--- config.mk ---
export PLATFORM = sky130hd
export DESIGN_NAME = independent_watchdog_peripheral
export DESIGN_NICKNAME = d
export VERILOG_FILES = /design/src/sv/iwdp_pkg.sv /design/src/sv/independent_watchdog_peripheral.sv
export VERILOG_INCLUDE_DIRS = /design/src /design/src/sv
export SDC_FILE = /design/constraint.sdc
export NUM_CORES = 1
export LEC_CHECK = 0
export ABC_CLOCK_PERIOD_IN_PS = 2700
export BUFFER_PORTS_ARGS = -buffer_cell sky130_fd_sc_hd__buf_2
export CAP_MARGIN = 20
export CORE_AREA = 2 2 96 98
export CTS_BUF_LIST = sky130_fd_sc_hd__clkbuf_8
export CTS_CLUSTER_DIAMETER = 150
export CTS_CLUSTER_SIZE = 16
export DETAILED_ROUTE_END_ITERATION = 6
export DIE_AREA = 0 0 98 100
export HOLD_SLACK_MARGIN = 0.03
export PLACE_DENSITY = 0.77
export SETUP_SLACK_MARGIN = 0.1
export SYNTH_ARGS = -nofsm -noshare
export SYNTH_HDL_FRONTEND = slang
export SYNTH_SLANG_ARGS = --single-unit
--- constraint.sdc ---
create_clock -name clock -period 2.7 [get_ports clock]
set_input_delay 0.405 -clock clock [delete_from_list [all_inputs] [get_ports clock]]
set_output_delay 0.405 -clock clock [all_outputs]
set_load 0.05 [all_outputs]
--- src/sv/independent_watchdog_peripheral_defines.svh ---
// Assertion macros shared by the watchdog peripheral RTL.
// No dependencies; included by files that carry concurrent assertions.
`ifndef INDEPENDENT_WATCHDOG_PERIPHERAL_DEFINES_SVH
`define INDEPENDENT_WATCHDOG_PERIPHERAL_DEFINES_SVH

// same-cycle implication, disabled during reset
`define IWDP_ASSERT_SAME(label, clk, rst, ante, cons) \
   label: assert property (@(posedge clk) disable iff (rst) (ante) |-> (cons)) \
      else $error("watchdog peripheral assertion failed");

// next-cycle implication, disabled during reset
`define IWDP_ASSERT_NEXT(label, clk, rst, ante, cons) \
   label: assert property (@(posedge clk) disable iff (rst) (ante) |=> (cons)) \
      else $error("watchdog peripheral assertion failed");

`endif

--- src/sv/iwdp_pkg.sv ---
// Constants and types for the watchdog peripheral: operation codes,
// register offsets, key values and revision thresholds. No dependencies.
package iwdp_pkg;

   typedef enum logic [1:0] {
      OP_WRITE = 2'd0,
      OP_READ  = 2'd1,
      OP_TICK  = 2'd2,
      OP_NONE  = 2'd3
   } op_type;

   localparam int unsigned OFFSET_BITS = 10;
   localparam int unsigned DATA_BITS   = 16;
   localparam int unsigned REV_BITS    = 8;
   localparam int unsigned CODE_BITS   = 4;
   localparam int unsigned PRESC_BITS  = 10;

   localparam logic [OFFSET_BITS-1:0] OFF_KEY     = 10'd0;
   localparam logic [OFFSET_BITS-1:0] OFF_PRESC   = 10'd4;
   localparam logic [OFFSET_BITS-1:0] OFF_RELOAD  = 10'd8;
   localparam logic [OFFSET_BITS-1:0] OFF_STATUS  = 10'd12;
   localparam logic [OFFSET_BITS-1:0] OFF_EARLY   = 10'd20;
   localparam logic [OFFSET_BITS-1:0] OFF_CLEAR   = 10'd24;
   localparam logic [OFFSET_BITS-1:0] OFF_VERSION = 10'h3F4;

   localparam logic [DATA_BITS-1:0] KEY_UNLOCK = 16'h5555;
   localparam logic [DATA_BITS-1:0] KEY_RELOAD = 16'hAAAA;
   localparam logic [DATA_BITS-1:0] KEY_START  = 16'hCCCC;

   localparam logic [REV_BITS-1:0] REV_RUNBIT   = 8'h31;
   localparam logic [REV_BITS-1:0] REV_CLEARREG = 8'h40;
   localparam logic [REV_BITS-1:0] REV_RESET    = 8'h40;

   localparam logic [CODE_BITS-1:0] MAX_CODE = 4'h8;

   localparam int unsigned STATUS_RUN_BIT    = 8;
   localparam int unsigned FLAG_BIT_NEW      = 15;
   localparam int unsigned FLAG_BIT_OLD      = 14;
   localparam int unsigned EARLY_ENABLE_BIT  = 15;
   localparam int unsigned EW_MAX_BITS       = 14;

endpackage

--- src/sv/independent_watchdog_peripheral.sv ---
// Watchdog peripheral with early wakeup interrupt, bus and tick driven.
// Depends on iwdp_pkg and independent_watchdog_peripheral_defines.svh.
//
// Usage:
//   req_*  : one transfer per bus write, bus read or source-clock tick.
//   rsp_*  : one transfer per request: read data, early interrupt level
//            and the reset request pulse of that request.
//   csr_*  : hardware revision register, written when csr_write_enable
//            is high; write it only while no request is in flight.
// A request accepted at one edge has its response valid after that edge.
// Throughput is one request per cycle without a stall, set by the single
// response register; the state update is done in the accept cycle.
// Reset clears the lock, stops the counter, sets counter and reload to all
// ones and the revision to 0x40; no response is pending afterwards.
// When the receiver stalls, the response register holds and req_ready
// drops; a request is still taken in the cycle the response is transferred.
`include "independent_watchdog_peripheral_defines.svh"

module independent_watchdog_peripheral #(
   parameter int unsigned COUNTER_BITS = 12
) (
   input  logic                           clock,
   input  logic                           reset,
   input  logic                           req_valid,
   output logic                           req_ready,
   input  logic [1:0]                     req_operation,
   input  logic [iwdp_pkg::OFFSET_BITS-1:0] req_reg_offset,
   input  logic [iwdp_pkg::DATA_BITS-1:0] req_write_data,
   output logic                           rsp_valid,
   input  logic                           rsp_ready,
   output logic [iwdp_pkg::DATA_BITS-1:0] rsp_read_data,
   output logic                           rsp_early_irq,
   output logic                           rsp_reset_request,
   input  logic                           csr_write_enable,
   input  logic [iwdp_pkg::REV_BITS-1:0]  csr_write_data
);
   import iwdp_pkg::*;

   localparam int unsigned EW_BITS = (COUNTER_BITS > EW_MAX_BITS) ? EW_MAX_BITS : COUNTER_BITS;

   logic [REV_BITS-1:0]     revision_ff;
   logic [COUNTER_BITS-1:0] down_counter_ff, down_counter_in;
   logic [COUNTER_BITS-1:0] reload_ff, reload_in;
   logic [CODE_BITS-1:0]    prescale_code_ff, prescale_code_in;
   logic [PRESC_BITS-1:0]   prescale_count_ff, prescale_count_in;
   logic [EW_BITS-1:0]      early_compare_ff, early_compare_in;
   logic                    early_enable_ff, early_enable_in;
   logic                    early_flag_ff, early_flag_in;
   logic                    unlocked_ff, unlocked_in;
   logic                    running_ff, running_in;

   logic                    rsp_valid_ff;
   logic [DATA_BITS-1:0]    rsp_read_data_ff, rsp_read_data_in;
   logic                    rsp_early_irq_ff, rsp_early_irq_in;
   logic                    rsp_reset_request_ff, rsp_reset_request_in;

   logic                    req_accept;
   logic                    rev_run, rev_clear;
   logic [CODE_BITS-1:0]    code_clamped;
   logic [PRESC_BITS:0]     divide;
   logic [PRESC_BITS:0]     count_next;
   logic [COUNTER_BITS-1:0] counter_dec;

   assign req_ready  = !rsp_valid_ff || rsp_ready;
   assign req_accept = req_valid && req_ready;

   assign rev_run      = revision_ff >= REV_RUNBIT;
   assign rev_clear    = revision_ff >= REV_CLEARREG;
   assign code_clamped = (prescale_code_ff > MAX_CODE) ? MAX_CODE : prescale_code_ff;
   assign divide       = (PRESC_BITS + 1)'(4) << code_clamped;
   assign count_next   = {1'b0, prescale_count_ff} + (PRESC_BITS + 1)'(1);
   assign counter_dec  = down_counter_ff - COUNTER_BITS'(1);

   always_comb begin
      down_counter_in      = down_counter_ff;
      reload_in            = reload_ff;
      prescale_code_in     = prescale_code_ff;
      prescale_count_in    = prescale_count_ff;
      early_compare_in     = early_compare_ff;
      early_enable_in      = early_enable_ff;
      early_flag_in        = early_flag_ff;
      unlocked_in          = unlocked_ff;
      running_in           = running_ff;
      rsp_read_data_in     = '0;
      rsp_reset_request_in = 1'b0;

      case (req_operation)
         OP_WRITE: begin
            case (req_reg_offset)
               OFF_KEY: begin
                  if (req_write_data == KEY_UNLOCK) begin
                     unlocked_in = 1'b1;
                  end else if (req_write_data == KEY_START) begin
                     running_in      = 1'b1;
                     down_counter_in = reload_ff;
                  end else begin
                     if (req_write_data == KEY_RELOAD) begin
                        down_counter_in = reload_ff;
                     end
                     unlocked_in = 1'b0;
                  end
               end
               OFF_PRESC: begin
                  if (unlocked_ff) begin
                     prescale_code_in = req_write_data[CODE_BITS-1:0];
                  end
               end
               OFF_RELOAD: begin
                  if (unlocked_ff) begin
                     reload_in = req_write_data[COUNTER_BITS-1:0];
                  end
               end
               OFF_EARLY: begin
                  if (!rev_clear && req_write_data[FLAG_BIT_OLD]) begin
                     early_flag_in = 1'b0;
                  end
                  if (unlocked_ff) begin
                     early_compare_in = req_write_data[EW_BITS-1:0];
                     early_enable_in  = req_write_data[EARLY_ENABLE_BIT];
                     down_counter_in  = reload_ff;
                  end
               end
               OFF_CLEAR: begin
                  if (rev_clear && req_write_data[FLAG_BIT_NEW]) begin
                     early_flag_in = 1'b0;
                  end
               end
               default: begin
               end
            endcase
         end
         OP_READ: begin
            case (req_reg_offset)
               OFF_PRESC:   rsp_read_data_in = DATA_BITS'(prescale_code_ff);
               OFF_RELOAD:  rsp_read_data_in = DATA_BITS'(reload_ff);
               OFF_STATUS: begin
                  rsp_read_data_in[STATUS_RUN_BIT] = running_ff && rev_run;
                  if (early_flag_ff) begin
                     if (rev_clear) begin
                        rsp_read_data_in[FLAG_BIT_NEW] = 1'b1;
                     end else begin
                        rsp_read_data_in[FLAG_BIT_OLD] = 1'b1;
                     end
                  end
               end
               OFF_EARLY: begin
                  rsp_read_data_in = DATA_BITS'(early_compare_ff);
                  rsp_read_data_in[EARLY_ENABLE_BIT] = early_enable_ff;
               end
               OFF_VERSION: rsp_read_data_in = DATA_BITS'(revision_ff);
               default:     rsp_read_data_in = '0;
            endcase
         end
         OP_TICK: begin
            if (running_ff) begin
               if (count_next < divide) begin
                  prescale_count_in = count_next[PRESC_BITS-1:0];
               end else begin
                  prescale_count_in = '0;
                  if (down_counter_ff <= COUNTER_BITS'(1)) begin
                     if (early_compare_ff == '0) begin
                        early_flag_in = 1'b1;
                     end
                     down_counter_in      = reload_ff;
                     rsp_reset_request_in = 1'b1;
                  end else begin
                     down_counter_in = counter_dec;
                     if (counter_dec == COUNTER_BITS'(early_compare_ff)) begin
                        early_flag_in = 1'b1;
                     end
                  end
               end
            end
         end
         default: begin
         end
      endcase

      // unused operation code reports nothing
      rsp_early_irq_in = (req_operation != OP_NONE) && early_flag_in && early_enable_in;
   end

   always_ff @(posedge clock) begin
      if (reset) begin
         revision_ff       <= REV_RESET;
         down_counter_ff   <= '1;
         reload_ff         <= '1;
         prescale_code_ff  <= '0;
         prescale_count_ff <= '0;
         early_compare_ff  <= '0;
         early_enable_ff   <= 1'b0;
         early_flag_ff     <= 1'b0;
         unlocked_ff       <= 1'b0;
         running_ff        <= 1'b0;
         rsp_valid_ff      <= 1'b0;
      end else begin
         if (csr_write_enable) begin
            revision_ff <= csr_write_data;
         end
         if (req_accept) begin
            down_counter_ff   <= down_counter_in;
            reload_ff         <= reload_in;
            prescale_code_ff  <= prescale_code_in;
            prescale_count_ff <= prescale_count_in;
            early_compare_ff  <= early_compare_in;
            early_enable_ff   <= early_enable_in;
            early_flag_ff     <= early_flag_in;
            unlocked_ff       <= unlocked_in;
            running_ff        <= running_in;
            rsp_valid_ff      <= 1'b1;
         end else if (rsp_ready) begin
            rsp_valid_ff <= 1'b0;
         end
      end
   end

   always_ff @(posedge clock) begin
      if (req_accept) begin
         rsp_read_data_ff     <= rsp_read_data_in;
         rsp_early_irq_ff     <= rsp_early_irq_in;
         rsp_reset_request_ff <= rsp_reset_request_in;
      end
   end

   assign rsp_valid         = rsp_valid_ff;
   assign rsp_read_data     = rsp_read_data_ff;
   assign rsp_early_irq     = rsp_early_irq_ff;
   assign rsp_reset_request = rsp_reset_request_ff;

   `IWDP_ASSERT_NEXT(a_irq_tracks_state, clock, reset,
      req_accept && (req_operation != OP_NONE),
      rsp_early_irq == (early_flag_ff && early_enable_ff))

   `IWDP_ASSERT_SAME(a_reset_pulse_running, clock, reset,
      rsp_valid_ff && rsp_reset_request,
      running_ff && (rsp_read_data == '0))

   `IWDP_ASSERT_NEXT(a_stopped_tick_idle, clock, reset,
      req_accept && (req_operation == OP_TICK) && !running_ff,
      $stable(down_counter_ff) && $stable(prescale_count_ff))

   `IWDP_ASSERT_NEXT(a_locked_reload, clock, reset,
      req_accept && (req_operation == OP_WRITE) && (req_reg_offset == OFF_RELOAD)
         && !unlocked_ff,
      $stable(reload_ff))

endmodule
==> reports/metrics.csv, run 1 <==
stage,metric,value,unit
status,status,"complete, no violations",
min_path,hold_class,in -> reg,
setup_path,reg2reg_from,prescale_count_ff[0],
floorplanning,dieArea,0.00980,mm2
route,drc,0,
floorplanning,die_y,100,um
power,ir_worst_vdd,0.290,mV
route,drt_iter0_markers,512,
finish,fin_nets,666,
global_routing,grt_start_max_net_pins,35,
place,routabilityCongestion,0.882,
route,ant_nets,0,
setup_path,end_kind,register,
global_routing,antenna_found_initial,0,
yosys,synth-seq-cells,79,
setup_path,startpoint_type,register,
finish,num-fill-cells,739,
place,dpl_cell_area,0.00508,mm2
timing,fin_crit_sh,0.960,
yosys,yosys-top-cells-count,"nand2_1, dfxtp_1, nor2_1",
power,internal_power,1880,uW
cts,clkLatencyLatePin,0.37,ns
timing,setup_viol,0,
cts,postCtsHoldBufs,0,
setup_path,arrival,2.89,ns
setup_path,worstSetupEndpoint,prescale_count_ff[4],
power,p_total,2630,uW
power,p_per_area,473,mW/mm2
finish,utilization,0.626,
power,p_comb_frac,0.123,
timing,post-route-min-period,2.59,ns
finish,diodes,0,
timing,worstMarginPinSlew,0.602,ns
setup_path,crit_type,reg -> reg,
yosys,ys_seq_area_frac,0.379,
yosys,synthArstFlopShare,0,
setup_path,crit_fanout,4,
run,maxCapViolCount,0,
setup_path,reg2reg_to,prescale_count_ff[4],
finish,design_area,0.00556,mm2
power,power_frac_clock,0.401,
timing,rsz0062_at_grt,yes,
finish,syn2layout_area_growth,21.0,%
yosys,netlist_area,0.00460,mm2
global_routing,grt_overflow,0,
yosys,synth_cell_type_count,70,
power,switching_power,751,uW
finish,drive_gt1_frac,0.258,
cts,cts_htree_levels,3,
yosys,synth_edf_count,16,
power,seq_power_share,0.476,
yosys,ys.flop_type,dfxtp_1,
place,dp_hpwl,9580,um
setup_path,r2r_slack,0.11,ns
setup_path,r2r_cells,10,
yosys,synthCells,545,
cts,clk_pin_slew,0.09,ns
floorplanning,start_util,0.517,
setup_path,crit_start,prescale_count_ff[0],
timing,slew_violations,0,
cts,cts_tree,yes,
global_routing,grtUsageTotal,0.275,
place,io_buffer_count,58,
yosys,syn_area_per_cell,8.43,um2
cts,clockBufferDepth,2,
timing,skew,0.0113,ns
yosys,yosys_warnings,0,
global_routing,grt_pass1_wl,21400,um
setup_path,crit_required,3.00,ns
global_routing,grt_pass1_vias,4289,
timing,max_freq,0.386,GHz
route,num_vias,4674,
timing,finalHoldViolCount,0,
yosys,synth_top_area_frac,0.274,
timing,slew_headroom,0.599,
route,drt-total-wl,13800,um
yosys,synth_top_area_cell,dfxtp_1,
yosys,yosysMostFrequentCell,nand2_1,
route,dr.pass1.iters,6,
power,p_leak,0.00200,uW
floorplanning,fp.dieW,98,um
route,routed_via_density,6.40,
power,switching_share,0.285,
route,wl_per_cell,18.9,um
floorplanning,ios,61,
cts,numCtsBuffers,9,
floorplanning,coreArea,0.00889,mm2
yosys,yosys-top-cells-area,"dfxtp_1, edfxtp_1, nand2_1, mux2i_1, nor2_1",
cts,cts-root-buf,clkbuf_8,
cts,cts.sinks,79,
floorplanning,rows,35,
-- state kept, by name (all words and copies together), names as in the netlist --
signal             count
prescale_code_ff       4
rsp_reset_request      1
reload_ff             12
rsp_read_data         14
early_enable_ff        1
early_flag_ff          1
rsp_valid              1
prescale_count_ff     10
revision_ff            8
down_counter_ff       12
early_compare_ff      12
unlocked_ff            1
rsp_early_irq          1
running_ff             1
-- power by group through the flow --
stage          clock [uW]  combinational [uW]  sequential [uW]
2_1_floorplan           0                 156             1310
3_3_place_gp            0                 287             1280
3_5_place_dp            0                 296             1280
4_1_cts              1060                 305             1250
5_1_grt              1100                 344             1260
6_report             1050                 324             1250
-- cell type report --
type / count / area (um2) / area share
clock buffers: 9 / 124 / 0.0223
well taps: 111 / 139 / 0.0250
inverters: 11 / 41.3 / 0.00742
clock inverters: 7 / 111 / 0.0200
repair buffers: 92 / 546 / 0.0981
multi-input cells: 421 / 2840 / 0.511
flip-flops and latches: 79 / 1760 / 0.316
-- routing by layer --
| metal | up-vias | GRT usage | part of all wire |
|---|---|---|---|
| met5 | - | 0 | 0 |
| met4 | 0 | 0.113 | 0.029 |
| li1 | 2142 | - | - |
| met3 | 47 | 0.0411 | 0.098 |
| met1 | 2195 | 0.349 | 0.39 |
| met2 | 290 | 0.473 | 0.49 |
-- logic make-up after synthesis --
family | Yosys count | share of synthesized area
mux | 25 | 0.0545
compound gates | 117 | 0.171
other cells | 1 | 0.000816
xor+xnor | 23 | 0.0498
flops | 79 | 0.379
buf+inv | 46 | 0.0476
fa+ha+maj | 11 | 0.0299
simple gates | 243 | 0.268
-- through the flow --
step / hold slack [ns] / setup TNS (ns) / setup WS [ns] / cells
2_1_floorplan: 0.444 / 0 / 0.122 / 546
4_1_cts: 0.253 / 0 / 0.0902 / 725
5_1_grt: 0.273 / -0.0265 / -0.0145 / 730
3_5_place_dp: 0.477 / -0.0235 / -0.0187 / 708
6_report: 0.253 / 0 / 0.108 / 730
3_3_place_gp: 0.452 / 0 / 0.0822 / 708
-- critical path, cell delays in order, from the launching register on --
cell and delay, ns:
dfxtp_4 0.38, and3_4 0.20, nand3_2 0.12, xnor2_2 0.17, ha_1 0.31, o21ai_0 0.16, nor2_1 0.07, o31ai_2 0.29
nand2_2 0.13, or4_4 0.51, a31oi_4 0.17
-- placed cells by master (no fill, tap or decap), types with 16 or more instances in the layout --
cell type  netlist  routed
a21oi_1         35      33
nand3_1         23      20
buf_4            3      34
o21ai_0         17      17
buf_2            3      58
dfxtp_1         63      56
nor2_1          51      49
edfxtp_1        16      16
nand2_1         79      75
mux2i_1         25      25
-- repair_timing --
item                       CTS  global route
resized for setup           16            31
pin swaps                    8            12
cloned                       0             0
setup endpoints to repair   24            25
buffers inserted             1             5
-- worst min-delay path by stage --
stage                    startpoint                    to  slack, ns  depth (start not counted)
2_1_floorplan  prescale_count_ff[1]  prescale_count_ff[1]       0.44                          2
3_3_place_gp   prescale_count_ff[1]  prescale_count_ff[1]       0.45                          2
3_5_place_dp   prescale_count_ff[1]  prescale_count_ff[1]       0.48                          2
4_1_cts           csr_write_data[6]        revision_ff[6]       0.25                          3
5_1_grt           csr_write_data[5]        revision_ff[5]       0.27                          3
6_report          csr_write_data[6]        revision_ff[6]       0.25                          3
Note: power is estimated with default switching activity, not from simulation.
==> run 2: changes to the inputs <==
--- a/config.mk
+++ b/config.mk
@@ -9,12 +9,12 @@
 export ABC_CLOCK_PERIOD_IN_PS = 2700
 export BUFFER_PORTS_ARGS = -buffer_cell sky130_fd_sc_hd__buf_2
 export CAP_MARGIN = 20
-export CORE_AREA = 2 2 96 98
+export CORE_AREA = 2 2 86 109
 export CTS_BUF_LIST = sky130_fd_sc_hd__clkbuf_8
 export CTS_CLUSTER_DIAMETER = 150
 export CTS_CLUSTER_SIZE = 16
 export DETAILED_ROUTE_END_ITERATION = 6
-export DIE_AREA = 0 0 98 100
+export DIE_AREA = 0 0 88 111
 export HOLD_SLACK_MARGIN = 0.03
 export PLACE_DENSITY = 0.77
 export SETUP_SLACK_MARGIN = 0.1
==> reports/metrics.csv, run 2 (synthesized netlist as in run 1, its figures left out) <==
stage,metric,value,unit,change
status,status,"complete, no violations",,
route,wl_per_cell,18.1,um,-4.0%
place,dp_hpwl,9960,um,+4.0%
place,io_buffer_count,58,,unchanged
setup_path,crit_type,reg -> reg,,
global_routing,met2_usage,0.457,,-0.0166
place,routabilityCongestion,1.01,,+15%
cts,cts.sinks,79,,unchanged
finish,utilization,0.621,,-0.00456
setup_path,end_kind,register,,
power,p_comb_frac,0.132,,+0.009
finish,design_area,0.00549,mm2,-1.4%
place,place_inst,723,,+2.1%
route,routed_via_density,6.08,,-5.0%
finish,fin_nets,667,,+0.15%
place,dp_slack,0.00369,ns,+0.0224 ns
min_path,hold_class,in -> reg,,
route,num_vias,4518,,-3.3%
global_routing,antenna_found_initial,0,,unchanged
global_routing,grt_util_met1,0.353,,+0.00372
floorplanning,die_y,111,um,+11%
timing,worst_slack,0.0945,ns,-0.0139 ns
power,internal_power,1760,uW,-6.7%
global_routing,grt_pass1_vias,4193,,-2.2%
power,p_leak,0.00197,uW,-1.6%
setup_path,crit_required,2.99,ns,about the same
timing,finalHoldViolCount,0,,unchanged
timing,fin_crit_sh,0.965,,+0.00515
setup_path,arrival,2.89,ns,about the same
finish,drive_gt1_frac,0.247,,-0.0117
power,switching_share,0.282,,-0.00330
timing,post-route-min-period,2.61,ns,+0.0139 ns
setup_path,crit_fanout,5,,+1
global_routing,grt_start_max_net_pins,29,,-17%
floorplanning,fp.dieW,88,um,-10%
setup_path,startpoint_type,register,,
global_routing,busiest_layer,met2,,
power,ir_worst_vdd,0.383,mV,+32%
finish,layout_commonest_cell,nand2_1,,
power,p_per_area,446,mW/mm2,-5.8%
cts,postCtsHoldBufs,0,,unchanged
timing,skew,0.0109,ns,-0.000385 ns
cts,cts-root-buf,clkbuf_8,,
timing,worstMarginPinSlew,0.881,ns,+0.279 ns
place,dpl_cell_area,0.00512,mm2,+0.74%
route,drc,0,,unchanged
power,switching_power,689,uW,-8.2%
timing,max_freq,0.384,GHz,-0.53%
floorplanning,start_util,0.520,,+0.00337
finish,largest_reg_flops,14,,unchanged
floorplanning,dieArea,0.00977,mm2,-0.33%
route,drt-total-wl,13500,um,-2.3%
finish,mostFrequentLayoutCells,"nand2_1, buf_2, dfxtp_1",,
cts,clkLatencyLatePin,0.36,ns,about the same
cts,clockBufferDepth,2,,unchanged
power,p_total,2450,uW,-7.1%
cts,cts_htree_levels,3,,unchanged
route,drt_iter0_markers,465,,-9.2%
timing,slew_violations,0,,unchanged
run,maxCapViolCount,0,,unchanged
timing,setup_viol,0,,unchanged
floorplanning,coreArea,0.00883,mm2,-0.65%
cts,clk_pin_slew,0.08,ns,about the same
global_routing,grt_pass1_wl,21100,um,-1.7%
route,dr.pass1.iters,5,,-1
finish,syn2layout_area_growth,19.4,%,
timing,rsz0062_at_grt,yes,,
floorplanning,rows,39,,+11%
finish,diodes,0,,unchanged
global_routing,grt.met3_usage,0.0499,,+0.00880
cts,cts_tree,yes,,
cts,numCtsBuffers,9,,unchanged
timing,slew_headroom,0.412,,-0.187
power,power_frac_clock,0.355,,-0.046
route,ant_nets,0,,unchanged
global_routing,grtUsageTotal,0.281,,+0.00519
finish,num-fill-cells,771,,+4.3%
finish,final_cells,743,,+1.8%
floorplanning,ios,61,,unchanged
global_routing,grt_overflow,0,,unchanged
power,seq_power_share,0.513,,+0.037
run 2: cell types whose count changed in the layout (fill, tap and decap cells not counted), moves of 2 or more:
cell and delta:
a31oi_1 +3, clkinv_2 +3, inv_8 -3, or4_1 +3
or4_4 -3, a31oi_2 -2, clkinvlp_4 +2, o21ai_0 -2
run 2: final cells by class:
| cell class | instances | area [um2] | area share |
|---|---|---|---|
| Tap cell | 123 | 154 | 0.0281 |
| Clock buffer | 9 | 124 | 0.0226 |
| Clock inverter | 7 | 63.8 | 0.0116 |
| Multi-Input combinational cell | 421 | 2790 | 0.509 |
| Sequential cell | 79 | 1760 | 0.320 |
| Inverter | 11 | 41.3 | 0.00753 |
| Timing Repair Buffer | 93 | 553 | 0.101 |
run 2: path summary, 6_finish.rpt:
kind                              from              endpoint  slack, ns  cells past startpoint
setup / recovery  prescale_count_ff[0]  prescale_count_ff[0]       0.09                     13
hold / removal       csr_write_data[6]        revision_ff[6]       0.27                      3
setup reg to reg  prescale_count_ff[0]  prescale_count_ff[0]       0.09                     13
hold reg to reg   prescale_count_ff[9]  prescale_count_ff[9]       0.48                      2
run 2: critical path, stage by stage (launching register included):
cell,delay (ns)
dfxtp_4,0.37
ha_4,0.17
nand3_4,0.10
nor2_4,0.04
buf_4,0.14
xor2_2,0.13
ha_1,0.32
nand4_1,0.12
a31oi_1,0.07
o31ai_2,0.28
nand2_2,0.15
buf_4,0.17
or3_1,0.36
a21oi_1,0.12
run 2: power by group through the flow:
stage,logic [uW],registers [uW],clock network (uW)
final,323,1250,870
after global placement,293,1280,0
after detailed placement,299,1280,0
after global routing,345,1260,925
after floorplan,156,1310,0
after CTS,304,1250,874
run 2: routing by layer:
layer  vias up  routed length, um  part of all wire
li1       2140                  -                 -
met1      2119               5270              0.39
met2       204               6680              0.50
met3        55                837             0.062
met4         0                671             0.050
met5         -                  0                 0
run 2: timing repair:
item                       CTS  global route
resized for setup           15            26
setup endpoints to repair   21            24
pin swaps                    4             8
buffers inserted             0             4
run 2: per-stage QoR:
step                      TNS, ns  hold slack [ns]
after floorplan                 0            0.444
after global placement          0            0.452
after detailed placement        0            0.469
after CTS                       0            0.260
after global routing      -0.0543            0.262
final                           0            0.267
